==> src/hw/rtl/cgmq_pkg.sv <==
// shared types, codes and helpers for the credit gated message queue
`default_nettype none

package cgmq_pkg;

    localparam int QUEUE_DEPTH_DEF   = 16;
    localparam int PAYLOAD_WIDTH_DEF = 32;

    localparam int PRIO_W    = 6;
    localparam int WAIT_W    = 5;
    localparam int RUN_W     = 8;
    localparam int ACTIVE_W  = 9;
    localparam int CFG_IDX_W = 2;
    localparam int CFG_DAT_W = 8;

    localparam logic [PRIO_W-1:0]   PRIO_MAX   = 6'd63;
    localparam logic [ACTIVE_W-1:0] ACTIVE_MAX = 9'd511;
    localparam logic [RUN_W-1:0]    RUN_MAX    = 8'd255;

    typedef enum logic [0:0] {
        OP_ENQUEUE  = 1'b0,
        OP_COMPLETE = 1'b1
    } op_t;

    typedef enum logic [1:0] {
        ST_OK        = 2'd0,
        ST_NOT_READY = 2'd1,
        ST_OVERFLOW  = 2'd2,
        ST_REFUSED   = 2'd3
    } status_t;

    typedef enum logic [CFG_IDX_W-1:0] {
        CFG_ATTACHED       = 2'd0,
        CFG_SERIAL_MODE    = 2'd1,
        CFG_INFLIGHT_LIMIT = 2'd2,
        CFG_QUEUE_LIMIT    = 2'd3
    } cfg_idx_t;

    typedef struct packed {
        logic              attached;
        logic              serial_mode;
        logic [RUN_W-1:0]  inflight_limit;
        logic [WAIT_W-1:0] queue_limit;
    } cfg_t;

    typedef struct packed {
        op_t                op;
        logic [31:0]        payload;
        logic signed [7:0]  priority_req;
        logic               sink_refuses;
    } item_t;

    // outcome of one step, minus the head entry read from the store
    typedef struct packed {
        status_t             status;
        logic                dispatch_valid;
        logic                fwd;
        logic [31:0]         fwd_payload;
        logic [PRIO_W-1:0]   fwd_priority;
        logic [WAIT_W-1:0]   queued_count;
        logic [RUN_W-1:0]    running_count;
        logic [ACTIVE_W-1:0] active_count;
        logic                idle;
    } step_t;

    function automatic logic [PRIO_W-1:0] clamp_priority(input logic signed [7:0] raw);
        logic [PRIO_W-1:0] res;
        if (raw[7])
            res = '0;
        else if (raw[6])
            res = PRIO_MAX;
        else
            res = raw[PRIO_W-1:0];
        return res;
    endfunction

endpackage

`default_nettype wire

==> src/hw/rtl/cgmq_ram.sv <==
// generic single write port, single read port ram with registered read
`default_nettype none

module cgmq_ram #(
    parameter int WIDTH = 38,
    parameter int DEPTH = 16,
    localparam int ADDR_W = (DEPTH > 1) ? $clog2(DEPTH) : 1
) (
    input  wire logic              clk,
    input  wire logic              wr_en,
    input  wire logic [ADDR_W-1:0] wr_addr,
    input  wire logic [WIDTH-1:0]  wr_data,
    input  wire logic              rd_en,
    input  wire logic [ADDR_W-1:0] rd_addr,
    output logic      [WIDTH-1:0]  rd_data
);

    logic [WIDTH-1:0] mem [DEPTH];

    always_ff @(posedge clk)
    begin
        if (wr_en)
            mem[wr_addr] <= wr_data;
        if (rd_en)
            rd_data <= mem[rd_addr];
    end

endmodule

`default_nettype wire

==> src/hw/rtl/cgmq_ctrl.sv <==
// queue pointers, credit counters and per-step dispatch decision
`default_nettype none

module cgmq_ctrl #(
    parameter int QUEUE_DEPTH   = cgmq_pkg::QUEUE_DEPTH_DEF,
    parameter int PAYLOAD_WIDTH = cgmq_pkg::PAYLOAD_WIDTH_DEF,
    localparam int PTR_W = (QUEUE_DEPTH > 1) ? $clog2(QUEUE_DEPTH) : 1,
    localparam int ENTRY_W = PAYLOAD_WIDTH + cgmq_pkg::PRIO_W
) (
    input  wire logic               clk,
    input  wire logic               rst_n,
    input  wire cgmq_pkg::cfg_t     cfg,
    input  wire logic               accept,
    input  wire cgmq_pkg::item_t    item,
    output logic                    wr_en,
    output logic [PTR_W-1:0]        wr_addr,
    output logic [ENTRY_W-1:0]      wr_data,
    output logic                    rd_en,
    output logic [PTR_W-1:0]        rd_addr,
    output cgmq_pkg::step_t         step
);

    import cgmq_pkg::*;

    localparam int QCAP = (QUEUE_DEPTH > 31) ? 31 : QUEUE_DEPTH;
    localparam logic [WAIT_W-1:0] QCAP_W   = WAIT_W'(QCAP);
    localparam logic [PTR_W-1:0]  PTR_LAST = PTR_W'(QUEUE_DEPTH - 1);

    logic [PTR_W-1:0]    head_reg, head_next;
    logic [PTR_W-1:0]    tail_reg, tail_next;
    logic [WAIT_W-1:0]   waiting_reg, waiting_next;
    logic [RUN_W-1:0]    running_reg, running_next;
    logic [ACTIVE_W-1:0] active_reg, active_next;

    logic [WAIT_W-1:0]        eff_queue;
    logic [WAIT_W-1:0]        qlim;
    logic [RUN_W-1:0]         eff_inflight;
    logic [PAYLOAD_WIDTH-1:0] pay_w;
    logic [PRIO_W-1:0]        prio_c;
    logic                     try_dispatch;
    logic                     enq_ok;

    function automatic logic [PTR_W-1:0] next_index(input logic [PTR_W-1:0] i);
        logic [PTR_W-1:0] r;
        if (i == PTR_LAST)
            r = '0;
        else
            r = i + PTR_W'(1);
        return r;
    endfunction

    always_comb
    begin
        qlim = (cfg.queue_limit == '0) ? WAIT_W'(1) : cfg.queue_limit;
        eff_queue = (qlim > QCAP_W) ? QCAP_W : qlim;
        if (cfg.serial_mode)
            eff_inflight = RUN_W'(1);
        else
            eff_inflight = (cfg.inflight_limit == '0) ? RUN_W'(1) : cfg.inflight_limit;
    end

    assign pay_w   = PAYLOAD_WIDTH'(item.payload);
    assign prio_c  = clamp_priority(item.priority_req);
    assign wr_addr = tail_reg;
    assign rd_addr = head_reg;
    assign wr_data = {prio_c, pay_w};

    always_comb
    begin
        head_next    = head_reg;
        tail_next    = tail_reg;
        waiting_next = waiting_reg;
        running_next = running_reg;
        active_next  = active_reg;
        try_dispatch = 1'b0;
        enq_ok       = 1'b0;
        rd_en        = 1'b0;

        step                = '0;
        step.status         = ST_OK;
        step.fwd_payload    = 32'(pay_w);
        step.fwd_priority   = prio_c;

        unique case (item.op)
            OP_ENQUEUE:
            begin
                if (!cfg.attached)
                    step.status = ST_NOT_READY;
                else if (waiting_reg >= eff_queue)
                    step.status = ST_OVERFLOW;
                else
                begin
                    enq_ok       = 1'b1;
                    tail_next    = next_index(tail_reg);
                    waiting_next = waiting_reg + WAIT_W'(1);
                    if (active_reg != ACTIVE_MAX)
                        active_next = active_reg + ACTIVE_W'(1);
                    try_dispatch = 1'b1;
                end
            end
            OP_COMPLETE:
            begin
                if (active_reg != '0)
                    active_next = active_reg - ACTIVE_W'(1);
                if (running_reg != '0)
                    running_next = running_reg - RUN_W'(1);
                try_dispatch = cfg.attached;
            end
        endcase

        if (try_dispatch && waiting_next != '0 && running_next < eff_inflight)
        begin
            step.dispatch_valid = 1'b1;
            // empty queue: the head entry is the one written this step
            step.fwd            = (waiting_reg == '0);
            rd_en               = accept && (waiting_reg != '0);
            head_next           = next_index(head_reg);
            waiting_next        = waiting_next - WAIT_W'(1);
            if (item.sink_refuses)
            begin
                step.status = ST_REFUSED;
                if (active_next != '0)
                    active_next = active_next - ACTIVE_W'(1);
            end
            else if (running_next != RUN_MAX)
                running_next = running_next + RUN_W'(1);
        end

        wr_en              = accept && enq_ok;
        step.queued_count  = waiting_next;
        step.running_count = running_next;
        step.active_count  = active_next;
        step.idle          = (waiting_next == '0) && (running_next == '0)
                             && (active_next == '0);
    end

    always_ff @(posedge clk or negedge rst_n)
    begin
        if (!rst_n)
        begin
            head_reg    <= '0;
            tail_reg    <= '0;
            waiting_reg <= '0;
            running_reg <= '0;
            active_reg  <= '0;
        end
        else if (accept)
        begin
            head_reg    <= head_next;
            tail_reg    <= tail_next;
            waiting_reg <= waiting_next;
            running_reg <= running_next;
            active_reg  <= active_next;
        end
    end

endmodule

`default_nettype wire

==> src/hw/rtl/credit_gated_message_queue_top.sv <==
// credit gated message queue: stream ports, config registers, output register
//
// channel  | direction | beat contents
// s_axis   | in        | one step: enqueue or completion
// m_axis   | out       | one result per step
// cfg      | in        | register index and write data
//
// an item passes through S_IDLE, where the accept updates pointers and counters
// and issues the read of the head entry, and then S_READ, where the read data
// moves into the output register; S_READ covers the registered message store port
// the store needs no clearing pass, only written entries are ever read
// a stalled m_axis holds the finished result; one more item may be taken
// and then waits with its read data until the output register frees up
`default_nettype none

module credit_gated_message_queue_top #(
    parameter int QUEUE_DEPTH   = cgmq_pkg::QUEUE_DEPTH_DEF,
    parameter int PAYLOAD_WIDTH = cgmq_pkg::PAYLOAD_WIDTH_DEF
) (
    input  wire logic                            clk,
    input  wire logic                            rst_n,
    input  wire logic                            s_axis_tvalid,
    output logic                                 s_axis_tready,
    // payload [31:0], priority_req [39:32], sink_refuses [40], zero [47:41]
    input  wire logic [47:0]                     s_axis_tdata,
    // op [0]
    input  wire logic                            s_axis_tuser,
    output logic                                 m_axis_tvalid,
    input  wire logic                            m_axis_tready,
    // dispatch_valid [0], dispatch_payload [32:1], dispatch_priority [38:33],
    // queued_count [43:39], running_count [51:44], active_count [60:52],
    // idle [61], zero [63:62]
    output logic [63:0]                          m_axis_tdata,
    // status [1:0]
    output logic [1:0]                           m_axis_tuser,
    input  wire logic                            cfg_valid,
    output logic                                 cfg_ready,
    input  wire logic [cgmq_pkg::CFG_IDX_W-1:0]  cfg_index,
    input  wire logic [cgmq_pkg::CFG_DAT_W-1:0]  cfg_data
);

    import cgmq_pkg::*;

    localparam int PTR_W   = (QUEUE_DEPTH > 1) ? $clog2(QUEUE_DEPTH) : 1;
    localparam int ENTRY_W = PAYLOAD_WIDTH + PRIO_W;

    typedef enum logic [0:0] {
        S_IDLE,
        S_READ
    } state_t;

    state_t              state_reg;
    cfg_t                cfg_reg;
    step_t               pend_reg;
    step_t               step;
    item_t               item;
    logic                accept;
    logic                wr_en;
    logic [PTR_W-1:0]    wr_addr;
    logic [ENTRY_W-1:0]  wr_data;
    logic                rd_en;
    logic [PTR_W-1:0]    rd_addr;
    logic [ENTRY_W-1:0]  rd_data;
    logic [31:0]         head_payload;
    logic [PRIO_W-1:0]   head_priority;
    logic [31:0]         out_payload;
    logic [PRIO_W-1:0]   out_priority;
    logic                load_out;

    assign item.op           = op_t'(s_axis_tuser);
    assign item.payload      = s_axis_tdata[31:0];
    assign item.priority_req = s_axis_tdata[39:32];
    assign item.sink_refuses = s_axis_tdata[40];

    assign s_axis_tready = (state_reg == S_IDLE);
    assign accept        = s_axis_tvalid && s_axis_tready;
    assign cfg_ready     = 1'b1;

    always_ff @(posedge clk or negedge rst_n)
    begin
        if (!rst_n)
        begin
            cfg_reg.attached       <= 1'b0;
            cfg_reg.serial_mode    <= 1'b1;
            cfg_reg.inflight_limit <= RUN_W'(1);
            cfg_reg.queue_limit    <= WAIT_W'(16);
        end
        else if (cfg_valid && cfg_ready)
        begin
            unique case (cfg_idx_t'(cfg_index))
                CFG_ATTACHED:       cfg_reg.attached       <= cfg_data[0];
                CFG_SERIAL_MODE:    cfg_reg.serial_mode    <= cfg_data[0];
                CFG_INFLIGHT_LIMIT: cfg_reg.inflight_limit <= cfg_data[RUN_W-1:0];
                CFG_QUEUE_LIMIT:    cfg_reg.queue_limit    <= cfg_data[WAIT_W-1:0];
            endcase
        end
    end

    cgmq_ctrl #(
        .QUEUE_DEPTH   (QUEUE_DEPTH),
        .PAYLOAD_WIDTH (PAYLOAD_WIDTH)
    ) u_ctrl (
        .clk     (clk),
        .rst_n   (rst_n),
        .cfg     (cfg_reg),
        .accept  (accept),
        .item    (item),
        .wr_en   (wr_en),
        .wr_addr (wr_addr),
        .wr_data (wr_data),
        .rd_en   (rd_en),
        .rd_addr (rd_addr),
        .step    (step)
    );

    cgmq_ram #(
        .WIDTH (ENTRY_W),
        .DEPTH (QUEUE_DEPTH)
    ) u_store (
        .clk     (clk),
        .wr_en   (wr_en),
        .wr_addr (wr_addr),
        .wr_data (wr_data),
        .rd_en   (rd_en),
        .rd_addr (rd_addr),
        .rd_data (rd_data)
    );

    assign head_payload  = 32'(rd_data[PAYLOAD_WIDTH-1:0]);
    assign head_priority = rd_data[ENTRY_W-1:PAYLOAD_WIDTH];

    always_comb
    begin
        if (!pend_reg.dispatch_valid)
        begin
            out_payload  = '0;
            out_priority = '0;
        end
        else if (pend_reg.fwd)
        begin
            out_payload  = pend_reg.fwd_payload;
            out_priority = pend_reg.fwd_priority;
        end
        else
        begin
            out_payload  = head_payload;
            out_priority = head_priority;
        end
    end

    assign load_out = (state_reg == S_READ) && (!m_axis_tvalid || m_axis_tready);

    always_ff @(posedge clk or negedge rst_n)
    begin
        if (!rst_n)
        begin
            state_reg     <= S_IDLE;
            m_axis_tvalid <= 1'b0;
        end
        else
        begin
            unique case (state_reg)
                S_IDLE:
                begin
                    if (accept)
                        state_reg <= S_READ;
                end
                S_READ:
                begin
                    if (load_out)
                        state_reg <= S_IDLE;
                end
            endcase

            if (load_out)
                m_axis_tvalid <= 1'b1;
            else if (m_axis_tready)
                m_axis_tvalid <= 1'b0;
        end
    end

    // payload registers, no reset needed
    always_ff @(posedge clk)
    begin
        if (accept)
            pend_reg <= step;
        if (load_out)
        begin
            m_axis_tuser <= pend_reg.status;
            m_axis_tdata <= {2'b00, pend_reg.idle, pend_reg.active_count,
                             pend_reg.running_count, pend_reg.queued_count,
                             out_priority, out_payload, pend_reg.dispatch_valid};
        end
    end

endmodule

`default_nettype wire

==> config.mk <==
export PLATFORM = sky130hd
export DESIGN_NAME = credit_gated_message_queue_top
export DESIGN_NICKNAME = d
export VERILOG_FILES = /design/src/hw/rtl/cgmq_pkg.sv /design/src/hw/rtl/cgmq_ram.sv /design/src/hw/rtl/cgmq_ctrl.sv /design/src/hw/rtl/credit_gated_message_queue_top.sv
export SDC_FILE = /design/constraint.sdc
export NUM_CORES = 1
export LEC_CHECK = 0
export BUFFER_PORTS_ARGS = -buffer_cell sky130_fd_sc_hd__buf_2
export CAP_MARGIN = 40
export CORE_MARGIN = 2
export CORE_UTILIZATION = 50
export DETAILED_ROUTE_END_ITERATION = 12
export PLACE_DENSITY_LB_ADDON = 0.12
export SLEW_MARGIN = 20
export SYNTH_ARGS = -nofsm -noshare
export SYNTH_HDL_FRONTEND = slang
export SYNTH_SLANG_ARGS = --single-unit
==> constraint.sdc <==
create_clock -name clk -period 6.6 [get_ports clk]
set_input_delay 0.99 -clock clk [delete_from_list [all_inputs] [get_ports clk]]
set_output_delay 0.99 -clock clk [all_outputs]
set_load 0.005 [all_outputs]
=== Word-level counts from Yosys, hierarchy flattened ===
Memories as Yosys holds them, arrays and structs flattened. A register that Yosys moved wholly into a read port is not among the register bits.
Cells that the tools add are included.

* Output and inout port bits: 69
* Memories: 1
* Bits in registers: 176
* Input port bits: 64
* Word-level logic and storage cells: 119
* Bits in writable memories: 608

* Multiplexer cells: 44
* $lt $le $gt $ge: 3
* Eq/ne operators: 7
* Reductions and logical operators: 29
* Add/subtract/negate cells: 9
* Bitwise gates (word level): 3

{| class="wikitable"
|+ Memory list
! name !! words !! bits a word !! read ports !! clocked after memory_dff !! wr ports !! RTL line !! text
|-
| u_store.mem || 16 || 38 || 1 || 1 || 1 || cgmq_ram.sv:18 || <nowiki>logic [WIDTH-1:0] mem [DEPTH];</nowiki>
|}

{| class="wikitable"
|+ Operators by type and width
! kind !! number
|-
| two-way mux 9 bit || 7
|-
| two-way mux 8 bit || 7
|-
| two-way mux 32 bit || 1
|-
| two-way mux 5 bit || 6
|-
| two-way mux 6 bit || 3
|-
| case mux 9 bit (2 select lines) || 1
|-
| nonzero test 9 bit || 2
|-
| subtractor 9 x 1 -> 9 bit, second input constant || 2
|-
| logical NOT 8 bit || 2
|-
| logical NOT 5 bit || 3
|-
| two-way mux 4 bit || 3
|-
| two-way mux 1 bit || 10
|-
| AND reduction 2 bit || 5
|-
| nonzero test 5 bit || 2
|-
| adder 9 x 1 -> 9 bit, second input constant || 1
|-
| logical NOT 9 bit || 1
|-
| inequality test 9 bit, second input constant || 1
|-
| adder 4 x 1 -> 4 bit, second input constant || 2
|-
| adder 8 x 1 -> 8 bit, second input constant || 1
|-
| equality test 4 bit, second input constant || 2
|-
| logical AND 1 bit || 8
|-
| less-than comparator 8 bit || 1
|-
| two-way mux 2 bit || 4
|-
| inequality test 8 bit, second input constant || 1
|-
| 15 further kinds || 19
|}

=== Depth between registers and ports, before layout ===
* Depth in word-level cells: 15
* Depth in mapped cells: 20
* Depth with buffers taken out: 19

=== Cells and area by module ===
Synthesis repeated with hierarchy kept, for this count alone.

* Cell total of the unflattened synthesis: 1749
* Area, all modules: 33278.2 µm²

{| class="wikitable"
|+ By module, submodules not included
! module !! sequential area each (µm²) !! instances !! cells each !! area an instance (µm²)
|-
| cgmq_ram || 19398.6 || 1 || 989 || 23950.5
|-
| credit_gated_message_queue_top || 4302.9 || 1 || 260 || 5305.1
|-
| cgmq_ctrl || 750.7 || 1 || 500 || 4022.6
|}

=== Least setup slack after synthesis ===
Ideal clock, no wire load.

* Path type: input to register
* Start: in s_axis_tuser
* End: reg u_store.rd_data[0] (read register of u_store.mem), enable pin
* Path slack: 0.747 ns
* Required time: 6.154 ns
* Stages on the path: 15
* Data arrival time: 5.407 ns
* Library setup time: 0.446 ns
* Path buffers: 2
* Cells stage by stage: buf_4 or3b_1 or4_1 o22a_1 inv_1 ha_1 nand2_1 o2111ai_1 nor3_1 and3b_1 clkbuf_2 nand2_1 clkinv_1 nand2_1 a21oi_1

* Cells in the longest elaborated chain, start to end: 5
* Elaborated cells between the ends (all ways): 9
* Those cells by class: order compare (1); mux (4); bitwise (1); reduce/logical (3)

{| class="wikitable"
|+ Ends and longest elaborated chain
! item !! RTL line !! text
|-
| from (decl) || credit_gated_message_queue_top.sv:27 || <nowiki>input wire logic s_axis_tuser,</nowiki>
|-
| parallel branches: the longest is 3 deep, another holds less-than comparator 8 bit || -- ||
|-
| logical AND 1 bit (*) || cgmq_ctrl.sv:111 || <nowiki>if (try_dispatch && waiting_next != '0 && running_next < eff_inflight)</nowiki>
|-
| two-way mux 1 bit (*) || cgmq_ctrl.sv:111 ||
|-
| named net rd_en || credit_gated_message_queue_top.sv:61 || <nowiki>logic rd_en;</nowiki>
|-
| to (decl) || cgmq_ram.sv:15 || <nowiki>output logic [WIDTH-1:0] rd_data</nowiki>
|}

Mark *: on every way through the listed nets, which the timed path passes.
A chain may end at the register's enable or synchronous reset.

==> impl_metrics.env <==
export IMPL_slew_viol_final=0
export IMPL_cts_sinks=822
export IMPL_antennaDiodeCount=0
export IMPL_synth_fa_ha_area_frac=0.01056
export IMPL_relSlewSlack=0.4063
export IMPL_synthSimpleGateAreaFrac=0.05268
export IMPL_clk_pin_slew_ps=60
export IMPL_synth_compound_area_frac=0.05804
export IMPL_fp_row_count=94
export IMPL_grt_first_pass_wirelength_microns=111800
export IMPL_syn_avg_cell_area_sq_um=17.26
export IMPL_hpwl_microns=41010
export IMPL_regToRegStartpoint="cfg_reg[4]$_DFFE_PN1P_"
export IMPL_core_area_sq_um=65750
export IMPL_rsz0062_at_grt="false"
export IMPL_synth_xor_area_frac=0.005807
export IMPL_yosysWarningCount=0
export IMPL_highest_layer="met5"
export IMPL_wl_met1_microns=32910
export IMPL_cts_resized=0
export IMPL_synth_commonest_cells="edfxtp_1, mux2i_1, nand2_1, o21ai_0, mux4_2"
export IMPL_synth_top_family_by_area="multiplexers"
export IMPL_worstSetupEndpointType="flip-flop"
export IMPL_nets=2182
export IMPL_synthArstFlopShare=0.05718
export IMPL_wl_met3_microns=4061
export IMPL_dr_pass1_iters=5
export IMPL_gp_congestion=0.8757
export IMPL_synth_mux_area_fraction=0.1201
export IMPL_ctsHoldBuffers=0
export IMPL_port_buffers=122
export IMPL_synth_most_common_cell="edfxtp_1"
export IMPL_hp_class="reg -> reg"
export IMPL_utilization=0.5751
export IMPL_htree_levels=3
export IMPL_place_ws_ps=957.9
export IMPL_cts_setup_buffers=0
export IMPL_r2r_end="pend_reg[0]$_DFFE_PP_"
export IMPL_ios=133
export IMPL_overflow=0
export IMPL_p_per_area_nw_per_um2=386.7
export IMPL_min_period_ps=5173
export IMPL_grt_max_degree=113
export IMPL_clock_path_buffers=3
export IMPL_period_share=0.7839
export IMPL_hp_start="pend_reg[8]$_DFFE_PP_"
export IMPL_status="completed"
export IMPL_hold_end="m_axis_tdata[59]$_DFFE_PP_"
export IMPL_clock_skew_ps=21.16
export IMPL_drive_gt1_frac=0.2075
export IMPL_synth_seq_cells=822
export IMPL_syn_to_final_growth_pct=13.96
export IMPL_fin_ws_ps=1427
export IMPL_grtUsageTotal=0.2222
export IMPL_die_area_sq_um=68430
export IMPL_detailroute_via_count=17610
export IMPL_netlist_area_sq_um=33180
export IMPL_clock_latency_ps=630
export IMPL_vias_per_cell=5.835
export IMPL_wl_per_cell_microns=24.70
export IMPL_cap_violations=0
export IMPL_startpoint_type="flip-flop"
export IMPL_synth_top_area_frac=0.7014
export IMPL_max_vdd_ir_drop_v=0.0003274
export IMPL_finalSetupViolCount=0
export IMPL_finalHoldViolations=0
export IMPL_die_h_microns=261.6
export IMPL_critPathKind="reg -> reg"
export IMPL_min_path_cells=0
export IMPL_reg2reg_slack_ps=1430
export IMPL_drcViolationCount=0
export IMPL_synth_edf_count=775
export IMPL_synth_flop_cell="edfxtp_1"
export IMPL_fillers=4999
export IMPL_ant_nets=0
export IMPL_path_max_fanout=10
export IMPL_seqCellArea_sq_um=24460
export IMPL_syn_inst=1922
export IMPL_ctsRootBufferMaster="clkbuf_16"
export IMPL_ys_top_cells_by_area="edfxtp_1, mux2i_1, mux4_2, dfrtp_1, mux2_2"
export IMPL_multiInputGateArea_sq_um=8303
export IMPL_die_w_microns=261.6
export IMPL_drt_first_iter_violations=1364
export IMPL_start_util=0.5047
export IMPL_cp_data_required_time_ps=7080
export IMPL_cp_arrival_ps=5650
export IMPL_yosysTopAreaCell="edfxtp_1"
export IMPL_wirelength_microns=74550
export IMPL_cts_buffers=85
export IMPL_largest_reg_flops=608
export IMPL_grt_pass1_vias=17761
export IMPL_tightest_slew_ps=890.5
export IMPL_ys_types=80
export IMPL_leakage_nw=12.90
export IMPL_r2r_cells=16
export IMPL_synth_seq_area_share=0.7370
export IMPL_clock_fmax_ghz=0.1933
export IMPL_antenna_found_initial=4
export IMPL_cts_tree="done"
export IMPL_wl_met2_microns=36080
export IMPL_tns_ps=0
[cell usage in the layout (no fill, tap or decap), drive strengths merged, types with 28 or more instances in the layout]
cell type and n:
a21oi 50, a221oi 40, a22oi 40, buf 174, clkbuf 111, clkinv 35, dfrtp 44, edfxtp 775
ha 28, inv 39, mux2 48, mux2i 173, mux4 76, nand2 121, nor2 39, nor2b 42
o21ai 96
[kinds of logic (layout without fill, tap and decap cells)]
kind of cell	count (synthesis)	count (layout)
mux	297	297
simple gates	333	333
fa+ha+maj	28	28
other cells	2	3
xor+xnor	22	22
compound gates	287	287
flops	822	822
buf+inv	131	362
[power by group]
part / internal (W) / leakage (nW) / switching, W
Sequential: 0.00620 / 7.63 / 0.000323
Clock: 0.00250 / 1.24 / 0.00193
Combinational: 0.00156 / 4.04 / 0.00211
Total: 0.0103 / 12.9 / 0.00437
[cell type report]
cell class,count,share of cell area
Tap cell,864,0.02859
Timing Repair Buffer,174,0.03415
Sequential cell,822,0.6470
Inverter,37,0.003739
Multi-Input combinational cell,970,0.2196
Clock inverter,40,0.006982
Clock buffer,111,0.05996
[metrics by stage]
stage | hold WS (ps) | instances | power, W | cell area, sq um
final | 418.1 | 3018 | 0.01462 | 37810
after floorplan | 400.3 | 1923 | 0.009175 | 33180
after global routing | 424.6 | 3018 | 0.01533 | 37810
after CTS | 417.9 | 3010 | 0.01471 | 37600
after detailed placement | 404.5 | 2859 | 0.01027 | 35070
after global placement | 403.9 | 2848 | 0.01020 | 34880
[worst max-delay path by stage]
| stage | start | end | slack [ps] | depth (start not counted) |
|---|---|---|---|---|
| 6_report | cfg_reg[4]$_DFFE_PN1P_ | pend_reg[0]$_DFFE_PP_ | 1430 | 16 |
| 4_1_cts | cfg_reg[4]$_DFFE_PN1P_ | pend_reg[0]$_DFFE_PP_ | 1450 | 16 |
| 3_5_place_dp | s_axis_tuser | pend_reg[0]$_DFFE_PP_ | 960 | 15 |
| 2_1_floorplan | s_axis_tuser | u_store.rd_data[0]$_DFFE_PP_ | 750 | 15 |
| 3_3_place_gp | s_axis_tuser | pend_reg[0]$_DFFE_PP_ | 1030 | 15 |
| 5_1_grt | cfg_reg[2]$_DFFE_PN0P_ | pend_reg[0]$_DFFE_PP_ | 1010 | 18 |
[critical path: stages (launching register included)]
cell       delay (ps)
dfstp_2           540
inv_1              70
ha_1              340
nand4_1           210
o22ai_1           570
nor2_1            280
xnor2_1           270
ha_1              290
nand4bb_1         100
mux2i_1            90
nand4_1           110
and3b_1           360
nand2_1           240
or4_1             560
a2bb2o_1          300
or4_1             560
nor3_2            170
[metal layers]
metal	vias to the layer above	global-route usage
li1	7991	-
met1	9012	0.3138
met2	487	0.3600
met3	112	0.03542
met4	8	0.06518
met5	-	0
No activity file was read; power rests on OpenSTA's default activity.
